File: config.mk
export PLATFORM = sky130hd
export DESIGN_NAME = sorted_list_insert_delete
export DESIGN_NICKNAME = d
export VERILOG_FILES = /design/src/design/slid_pkg.sv /design/src/design/slid_ctrl.sv /design/src/design/slid_datapath.sv /design/src/design/sorted_list_insert_delete.sv
export SDC_FILE = /design/constraint.sdc
export NUM_CORES = 1
export LEC_CHECK = 0
export BUFFER_PORTS_ARGS = -buffer_cell sky130_fd_sc_hd__buf_2
export CAP_MARGIN = 20
export CORE_MARGIN = 1.5
export CORE_UTILIZATION = 65
export CTS_CLUSTER_DIAMETER = 50
export DETAILED_ROUTE_END_ITERATION = 16
export PLACE_DENSITY = 0.89
export SETUP_SLACK_MARGIN = 0.2
export SYNTH_ARGS = -nofsm -noshare
export SYNTH_HDL_FRONTEND = slang
export SYNTH_SLANG_ARGS = --single-unit
File: constraint.sdc
create_clock -name clk -period 4 [get_ports clk]
set_input_delay 0.6 -clock clk [delete_from_list [all_inputs] [get_ports clk]]
set_output_delay 0.6 -clock clk [all_outputs]
set_load 0.03 [all_outputs]
File: src/design/slid_pkg.sv
// ----------------------------------------------------------------------------
// Sorted list package
// Shared sizes, status codes and controller command type for the sorted list.
// ----------------------------------------------------------------------------
package slid_pkg;

  // Number of keys the list can hold.
  localparam int CAPACITY = 16;
  // Width of the internal entry counter, wide enough to hold CAPACITY itself.
  localparam int CNT_W = $clog2(CAPACITY + 1);
  localparam int KEY_W = 8;
  localparam int COUNT_W = 5;
  localparam int STATUS_W = 2;

  // Operation codes carried on the mode field.
  localparam logic OP_INSERT = 1'b0;
  localparam logic OP_DELETE = 1'b1;

  // Result status codes.
  localparam logic [STATUS_W-1:0] ST_INSERTED = 2'd0;
  localparam logic [STATUS_W-1:0] ST_DELETED = 2'd1;
  localparam logic [STATUS_W-1:0] ST_NOT_FOUND = 2'd2;
  localparam logic [STATUS_W-1:0] ST_FULL = 2'd3;

  // Commands from the controller to the datapath.
  typedef struct packed {
    logic load;  // capture the operation of the accepted beat
    logic exec;  // update the list and load the result register
  } slid_cmd_t;

endpackage

File: src/design/slid_ctrl.sv
// ----------------------------------------------------------------------------
// Sorted list controller
// Sequences one operation at a time and tracks the result register.
// ----------------------------------------------------------------------------
module slid_ctrl
  import slid_pkg::*;
(
  input  logic      clk,
  input  logic      rst,
  input  logic      in_valid,
  output logic      in_stall,
  output logic      out_valid,
  input  logic      out_stall,
  output slid_cmd_t cmd
);

  typedef enum logic [1:0] {
    S_IDLE = 2'b01,
    S_EXEC = 2'b10
  } state_t;

  state_t state;
  state_t state_next;
  logic   out_valid_next;
  logic   slot_free;

  // The result register can take a new result when empty or emptied this cycle.
  assign slot_free = !out_valid || !out_stall;
  assign in_stall = (state != S_IDLE);
  assign cmd.load = (state == S_IDLE) && in_valid;
  assign cmd.exec = (state == S_EXEC) && slot_free;

  always_comb begin
    state_next = state;
    unique case (state)
      S_IDLE: begin
        if (in_valid) begin
          state_next = S_EXEC;
        end
      end
      S_EXEC: begin
        if (slot_free) begin
          state_next = S_IDLE;
        end
      end
      default: begin
        state_next = S_IDLE;
      end
    endcase
  end

  always_comb begin
    out_valid_next = out_valid;
    if (cmd.exec) begin
      out_valid_next = 1'b1;
    end else if (out_valid && !out_stall) begin
      out_valid_next = 1'b0;
    end
  end

  always_ff @(posedge clk) begin
    if (rst) begin
      state <= S_IDLE;
      out_valid <= 1'b0;
    end else begin
      state <= state_next;
      out_valid <= out_valid_next;
    end
  end

endmodule

File: src/design/slid_datapath.sv
// ----------------------------------------------------------------------------
// Sorted list datapath
// A row of key cells, each comparing its key and shifting from a neighbor.
// ----------------------------------------------------------------------------
module slid_datapath
  import slid_pkg::*;
(
  input  logic                       clk,
  input  logic                       rst,
  input  slid_cmd_t                  cmd,
  input  logic                       mode,
  input  logic signed [KEY_W-1:0]    key,
  output logic        [STATUS_W-1:0] status,
  output logic        [COUNT_W-1:0]  count
);

  // Operand registers.
  logic                    op_mode;
  logic signed [KEY_W-1:0] op_key;

  // List cells and fill count.
  logic signed [KEY_W-1:0] cells [CAPACITY];
  logic signed [KEY_W-1:0] cells_next [CAPACITY];
  logic [CNT_W-1:0]        cnt;
  logic [CNT_W-1:0]        cnt_next;
  logic [STATUS_W-1:0]     status_next;

  // Per-cell flags.
  logic [CAPACITY-1:0] live;
  logic [CAPACITY-1:0] greater;
  logic [CAPACITY-1:0] equal;
  logic [CAPACITY-1:0] hit;
  logic                found;
  logic                full;

  assign full = (cnt == CNT_W'(CAPACITY));
  assign found = |equal;

  always_comb begin
    for (int i = 0; i < CAPACITY; i++) begin
      live[i] = (CNT_W'(i) < cnt);
      greater[i] = live[i] && (op_key > cells[i]);
      equal[i] = live[i] && (cells[i] == op_key);
    end
    // A cell shifts on delete when it or any lower cell holds the first match.
    for (int i = 0; i < CAPACITY; i++) begin
      hit[i] = |(equal & ((CAPACITY)'(1) << i | (((CAPACITY)'(1) << i) - (CAPACITY)'(1))));
    end
  end

  always_comb begin
    cells_next = cells;
    cnt_next = cnt;
    status_next = ST_INSERTED;
    if (op_mode == OP_INSERT) begin
      if (full) begin
        status_next = ST_FULL;
      end else begin
        status_next = ST_INSERTED;
        cnt_next = cnt + CNT_W'(1);
        for (int i = 0; i < CAPACITY; i++) begin
          if (!greater[i]) begin
            if (i == 0) begin
              cells_next[i] = op_key;
            end else if (greater[i-1]) begin
              cells_next[i] = op_key;
            end else begin
              cells_next[i] = cells[i-1];
            end
          end
        end
      end
    end else begin
      if (!found) begin
        status_next = ST_NOT_FOUND;
      end else begin
        status_next = ST_DELETED;
        cnt_next = cnt - CNT_W'(1);
        for (int i = 0; i < CAPACITY; i++) begin
          if (hit[i]) begin
            if (i == CAPACITY - 1) begin
              cells_next[i] = '0;
            end else begin
              cells_next[i] = cells[i+1];
            end
          end
        end
      end
    end
  end

  always_ff @(posedge clk) begin
    if (cmd.load) begin
      op_mode <= mode;
      op_key <= key;
    end
    if (cmd.exec) begin
      cells <= cells_next;
      status <= status_next;
      count <= COUNT_W'(cnt_next);
    end
  end

  always_ff @(posedge clk) begin
    if (rst) begin
      cnt <= '0;
    end else if (cmd.exec) begin
      cnt <= cnt_next;
    end
  end

endmodule

File: src/design/sorted_list_insert_delete.sv
// ----------------------------------------------------------------------------
// Sorted list with insert and delete
// Bounded ascending list of signed 8-bit keys with one result per operation.
// ----------------------------------------------------------------------------
// The block keeps up to 16 signed 8-bit keys in ascending order, duplicates
// allowed. Each input beat carries a mode (insert or delete) and a key. An
// insert places the key ahead of the first stored key that is not smaller;
// on a full list the key is dropped and the status reports full. A delete
// removes the lowest stored key equal to the given one, or reports not found.
// Every input beat yields exactly one output beat with a status and the
// number of keys held afterward. One operation is in flight at a time: the
// input beat is captured into the operand registers, and then the row of
// compare-and-shift cells updates the whole list once the result register
// has room. The result sits in an output register, so the next input beat
// is taken while an earlier result still waits there; an item whose result
// finds that register still occupied waits until it drains.
// After reset the list is empty; no clearing pass is needed.
// ----------------------------------------------------------------------------
module sorted_list_insert_delete
  import slid_pkg::*;
(
  input  logic                       clk,
  input  logic                       rst,
  input  logic                       in_valid,
  output logic                       in_stall,
  input  logic                       mode,
  input  logic signed [KEY_W-1:0]    key,
  output logic                       out_valid,
  input  logic                       out_stall,
  output logic        [STATUS_W-1:0] status,
  output logic        [COUNT_W-1:0]  count
);

  slid_cmd_t cmd;

  // Controller: accepts a beat, then fires one execute when the result
  // register has room.
  slid_ctrl u_ctrl (
    .clk       (clk),
    .rst       (rst),
    .in_valid  (in_valid),
    .in_stall  (in_stall),
    .out_valid (out_valid),
    .out_stall (out_stall),
    .cmd       (cmd)
  );

  // Datapath: operand registers, the key cells, the fill count and the
  // result register.
  slid_datapath u_dp (
    .clk    (clk),
    .rst    (rst),
    .cmd    (cmd),
    .mode   (mode),
    .key    (key),
    .status (status),
    .count  (count)
  );

`ifndef SYNTH
  // Once a beat is taken, no further beat is taken until it has executed.
  a_busy_after_accept: assert property (@(posedge clk) disable iff (rst)
    (in_valid && !in_stall) |=> in_stall)
    else $error("input accepted while an operation was pending");

  // A full result only appears when the list holds its whole capacity.
  a_full_count: assert property (@(posedge clk) disable iff (rst)
    (out_valid && status == ST_FULL) |-> (count == COUNT_W'(CAPACITY)))
    else $error("full status with a list that is not full");

  // The fill count never exceeds the capacity.
  a_count_bound: assert property (@(posedge clk) disable iff (rst)
    u_dp.cnt <= CNT_W'(CAPACITY))
    else $error("entry count beyond capacity");

  // An execute is only issued when the result register can take it.
  a_exec_slot: assert property (@(posedge clk) disable iff (rst)
    cmd.exec |-> (!out_valid || !out_stall))
    else $error("result overwritten before it was taken");
`endif

endmodule

# Word-level counts from Yosys, hierarchy flattened
# Index checks and enable logic that the tools add are counted.
word_totals:
  register_bits: 152
  latch_bits: 0
  ramBits: 0
  romBits: 0
  inputBits: 13
  out_inout_bits: 9
  word_cells: 243
  n_memories: 0
classes:
  addsub: 2
  n_mul: 0
  div_mod_pow: 0
  order_cmp: 32
  eq_ne: 55
  shifts: 0
  muxes: 60
  bitwise: 0
  n_reduce_logical: 71
op_table:
  columns: ["cell", "count"]
  rows:
  - ["128-bit two-way mux", 3]
  - ["8-bit two-way mux", 46]
  - ["8-bit == test", 16]
  - ["8-bit greater-than comparator", 16]
  - ["5-bit AND reduction", 15]
  - ["4-bit by 5-bit less-than comparator with 1-bit output (first input constant)", 8]
  - ["2-bit by 1-bit != test with 1-bit output (second input constant)", 19]
  - ["1-bit logical AND", 35]
  - ["2-bit != test (second input constant)", 17]
  - ["3-bit by 5-bit less-than comparator with 1-bit output (first input constant)", 4]
  - ["16-bit OR reduction", 1]
  - ["5-bit two-way mux", 3]
  - ["15-bit OR reduction", 1]
  - ["14-bit OR reduction", 1]
  - ["13-bit OR reduction", 1]
  - ["12-bit OR reduction", 1]
  - ["11-bit OR reduction", 1]
  - ["1-bit by 5-bit less-than comparator with 1-bit output (first input constant)", 2]
  - ["2-bit by 5-bit less-than comparator with 1-bit output (first input constant)", 2]
  - ["2-bit two-way mux", 5]
  - ["10-bit OR reduction", 1]
  - ["9-bit OR reduction", 1]
  - ["8-bit OR reduction", 1]
  - ["7-bit OR reduction", 1]
  - ["17 further kinds", 19]

# Longest topological paths before layout
depth:
  word_depth: 6
  ltp_mapped: 10
  ltp_nobuf: 9

# By module
# A second synthesis with hierarchy kept.
unflattened:
  cells_unflattened: 1270
  hier_area_um2: 11651.2
modules_own_cells:
  columns: ["module", "instances", "cells_per_inst", "area_each_um2", "seq_area_each_um2"]
  rows:
  - ["slid_datapath", 1, 1256, 11523.6, 4424.2]
  - ["slid_ctrl", 1, 14, 127.6, 60.1]

# Worst setup path before layout
# Ideal clock, no wire load.
synth_path:
  kind: "flip-flop to flip-flop"
  start: "register u_dp.op_key[1]"
  end: "register u_dp.cells[80] (netlist bit) (enable)"
  setup_ns: 0.389
  arrival_ns: 2.896
  t_required_ns: 3.611
  path_slack_ns: 0.715
  path_stages_with_launch: 9
  path_buffers: 0
  period_less_slack_ns: 3.285
  cell_sequence: "edfxtp_1 ha_1 nor2b_1 o21a_1 o21ai_0 a21oi_1 o21ai_0 nand2_1 a311oi_1"
synth_via:
  elab_chain_cells: 5
  elab_cells_between_ends: 40
  cone_classes: "order compare (1); eq/ne (19); reduce/logical (20)"
synth_rtl:
  columns: ["item", "line_no", "rtl"]
  rows:
  - ["start: declaration", "slid_datapath.sv:19", "logic signed [KEY_W-1:0] op_key;"]
  - ["start signal: assignment", "slid_datapath.sv:95", "op_key <= key;"]
  - ["8-bit == test", "slid_datapath.sv:43", "equal[i] = live[i] && (cells[i] == op_key);"]
  - ["1-bit logical AND", "slid_datapath.sv:43", null]
  - ["16-bit OR reduction / 6-bit OR reduction (equally long branches)", "slid_datapath.sv:37, slid_datapath.sv:47", null]
  - ["2-bit != test (no line)", null, null]
  - ["5-bit AND reduction (no line) *", null, null]
  - ["end signal: assignment", "slid_datapath.sv:98", "cells <= cells_next;"]
  - ["end: declaration", "slid_datapath.sv:22", "logic signed [KEY_W-1:0] cells [CAPACITY];"]
# Every way passes the cells marked *; elsewhere a longest branch is shown, timed or not.
# A chain may end at the register's enable or synchronous reset.

# Worst setup path after layout
layout_path:
  start: "register u_dp.cnt[0]"
  end: "register u_dp.cells[78] (netlist bit) (enable)"
layout_via:
  elab_chain_cells: 5
  elab_cells_between_ends: 41
  cone_classes: "order compare (16); eq/ne (5); reduce/logical (20)"
layout_rtl:
  columns: ["item", "line_no", "rtl"]
  rows:
  - ["start: declaration", "slid_datapath.sv:24", "logic [CNT_W-1:0] cnt;"]
  - ["start signal: assignment", "slid_datapath.sv:108", "cnt <= cnt_next;"]
  - ["1-bit by 5-bit less-than comparator with 1-bit output, or another cell as far along", "slid_datapath.sv:41", "live[i] = (CNT_W'(i) < cnt);"]
  - ["1-bit logical AND", "slid_datapath.sv:43", null]
  - ["16-bit OR reduction / 7-bit OR reduction (equally long branches)", "slid_datapath.sv:37, slid_datapath.sv:47", null]
  - ["2-bit != test (no line)", null, null]
  - ["5-bit AND reduction (no line) *", null, null]
# Marks and branches as above.

==> impl_metrics.py <==
metrics = {
    "place": {
        "dp_hpwl_mm": 23.7,
        "io_buffers": 21,
        "dpl_cell_area_um2": 12700,
        "dpl.cell_count": 1594,
        "gp_congestion": 0.905,
    },
    "yosys": {
        "syn_inst": 1372,
        "netlist_area_um2": 12300,
        "synth.distinct_cells": 64,
        "syn_nets": 1517,
        "synth_flop_cell": "edfxtp_1",
        "synth_warnings": 0,
        "syn_avg_cell_area_um2": 8.96,
        "seq_area_frac_synth_pct": 36.5,
        "synth_edf_count": 144,
        "async_reset_ff_share_pct": 0,
        "synth-seq-cells": 152,
    },
    "power_and_ir_drop": {
        "p_seq_share_pct": 44.4,
        "leakage_nw": 5.60,
        "p_comb_share_pct": 13.6,
        "power_density_nw_per_um2": 299,
        "clock_power_share_pct": 42.1,
        "power_switching_mw": 1.06,
        "vdd_drop_max_uv": 323,
        "sw_frac_of_total_pct": 26.6,
        "p_total_mw": 3.99,
        "internal_power_mw": 2.93,
    },
    "final_layout": {
        "nNetsFinal": 1524,
        "antenna_cells": 0,
        "seq_area_um2": 4480,
        "drive_gt1_share_pct": 9.20,
        "stdcell_count": 1626,
        "fin_area_um2": 13300,
        "syn2layout_area_growth_pct": 8.34,
        "multi_input_area_um2": 6930,
        "fin_util_pct": 71.5,
        "fillCellCount": 1323,
    },
    "clocking": {
        "cts.clk_slew.worst_paths_ns": 0.06,
        "cts_buffer_depth": 2,
        "numCtsBuffers": 17,
        "cts_root_buf": "clkbuf_16",
        "cts_setup_buffers": 0,
        "tritoncts": "done",
        "cts.sinks": 152,
        "htreeDepth": 4,
        "cts_resized": 0,
        "insertion_delay_ns": 0.44,
        "postCtsHoldBufs": 0,
    },
    "detailed_routing": {
        "initialDrtViolationCount": 1538,
        "route.top_layer_used": "met4",
        "met3_wirelength_mm": 3.46,
        "viasPerCell": 6.92,
        "routed-wl-met2_mm": 16.4,
        "ant_nets": 0,
        "wire_per_inst_um": 21.4,
        "firstDrtPassIters": 5,
        "remaining_drc_errors": 0,
        "vias": 11200,
        "wirelength_met1_mm": 13.5,
        "routed_wl_mm": 34.8,
    },
    "die": {
        "die_x_um": 141,
        "dieArea_um2": 19800,
        "initial_core_util_pct": 66.0,
        "ios": 22,
        "coreArea_um2": 18600,
        "dieHeight_um": 141,
        "rows": 50,
    },
    "critical_path": {
        "r2r_setup_slack_ns": 0.43,
        "cp-startpoint": "u_dp.cnt[0]",
        "path_cells": "nor2_1, o21ai_1, a2111oi_4, nand3_4, o211ai_2, nor3_1, buf_4",
        "r2r-end": "u_dp.cells[78]",
        "worstSetupEndpointType": "register",
        "path_buf_inv": 1,
        "arrival_ns": 3.77,
        "rr_startpoint": "u_dp.cnt[0]",
        "cp-endpoint": "u_dp.cells[78]",
        "cp.required_ns": 4.20,
        "r2r_cells": 7,
        "cp_slowest_cell": "nor2_1",
        "path_class": "register to register",
        "worstPathMaxFanout": 13,
        "cpPeakStageDelay_ns": 0.64,
        "crit_family": "compound AO/OA/AOI/OAI gates",
        "critPathLaunchType": "register",
        "crit_cells": 7,
    },
    "timing": {
        "finalSetupTns_ns": 0,
        "drv_slew": 0,
        "timing.fmax_mhz": 280,
        "setup_viol": 0,
        "rsz0062_at_grt": "no",
        "finalHoldViolCount": 0,
        "slew_headroom_pct": 32.9,
        "skew_ns": 0.00949,
        "tightestPinTransition_ns": 1.01,
        "fin_crit_sh_pct": 89.3,
        "fin_crit_ns": 3.57,
    },
    "global_route": {
        "grt_pass1_wl_mm": 55.4,
        "track_usage_pct": 35.7,
        "grt_start_max_net_pins": 88,
        "grt_antenna_before_repair": 0,
        "grt_pass1_vias": 10800,
        "grt-ovfl-total": 0,
    },
    "run_status": {
        "outcome": "finished, final reports clean",
    },
    "run": {
        "max_cap_violations": 0,
    },
    "worst_hold_path": {
        "hold_path.class": "primary input to register",
        "min_from": "key[6]",
    },
}
cells in the final DEF (no fill, tap or decap), drive strengths merged, types with 4 or more instances in the layout:
master     n
ha       132
clkbuf    19
edfxtp   144
mux2i     46
a2bb2oi   22
nor2b     26
a311oi     5
a2111oi   10
a31oi    117
nor3      16
nand3     15
dfxtp      8
nand2    110
nand2b     7
o22ai      7
xnor2      4
a221oi     6
o21ai     73
o211ai    66
buf       67
o211a     13
nor2     148
inv      153
nand4     29
a21oi     51
and3       7
clkinv     5
mux2       8
o21a      33
a211oi    11
power groups by stage:
stage	Combinational, mW	Clock [mW]	Sequential (mW)
final	0.541	1.68	1.77
after global routing	0.589	1.74	1.77
after CTS	0.524	1.68	1.77
after detailed placement	0.518	0	1.80
after global placement	0.494	0	1.80
after floorplan	0.356	0	1.82
cell families after synthesis:
kind of cell	after synthesis	synth area share, %
AO/OA/AOI/OAI	433	24.5
AND/OR/NAND/NOR	369	13.7
buffers and inverters	228	7.16
flip-flops	152	36.5
adder cells (fa/ha/maj)	132	13.4
multiplexers	54	4.51
XOR/XNOR	4	0.285
synth_stat cells (all sizes together) (5+ instances only):
cell type    n  area (µm²)
a2111oi     10         163
a211oi      11        92.6
a21oi       51         259
a221oi       6        52.6
a2bb2oi     22         193
a311oi       5        43.8
a31oi      117         732
and3         7        43.8
buf         19        96.3
clkbuf      60         225
dfxtp        8         160
edfxtp     144        4320
ha         132        1650
inv        149         559
mux2         8        93.8
mux2i       46         460
nand2      110         413
nand2b       7        43.8
nand3       15        87.6
nand4       29         181
nor2       148         566
nor2b       26         163
nor3        16        96.4
o211a       13         130
o211ai      66         500
o21a        33         248
o21ai       73         365
o22ai        7        43.8
state kept, by name, summed over array words and instances, names as in the netlist:
| register | count |
|---|---|
| u_dp.op_key | 8 |
| u_dp.status | 2 |
| u_ctrl.out_valid | 1 |
| u_dp.cells | 128 |
| u_ctrl.state | 2 |
| u_dp.count | 5 |
| u_dp.op_mode | 1 |
| u_dp.cnt | 5 |
stage by stage:
step | hold slack, ns | setup slack, ns
6_report | 0.332 | 0.426
5_1_grt | 0.324 | 0.353
4_1_cts | 0.323 | 0.545
3_5_place_dp | 0.506 | 0.548
3_3_place_gp | 0.483 | 0.652
2_1_floorplan | 0.461 | 0.715
worst register-to-register path, stage by stage (launching register included):
cell and delay, ns:
dfxtp_1 0.55, nor2_1 0.64, o21ai_1 0.28, a2111oi_4 0.63, nand3_4 0.20, o211ai_2 0.64, nor3_1 0.17, buf_4 0.21
worst min-delay path by stage:
stage,slack (ns),end,depth (start not counted)
finish,0.33,u_dp.op_key[6],1
detailed placement,0.51,u_ctrl.out_valid,2
global route,0.32,u_dp.op_key[4],1
CTS,0.32,u_dp.op_key[6],1
global placement,0.48,u_ctrl.out_valid,2
floorplan,0.46,u_ctrl.out_valid,2
metal layers:
layer  vias up  GRT usage, %
met1      5275          46.7
li1       5130             -
met4         0          17.9
met2       707          58.4
met3       137          5.20
met5         -             0
area by class of cell:
type | count | share of cell area (%)
clock buffer | 19 | 3.25
multi-input combinational | 992 | 52.0
timing repair buffer | 67 | 3.38
inverter | 149 | 4.22
clock inverter | 13 | 1.27
tap | 234 | 2.20
sequential | 152 | 33.7
Power figures use the tool's default switching activity.
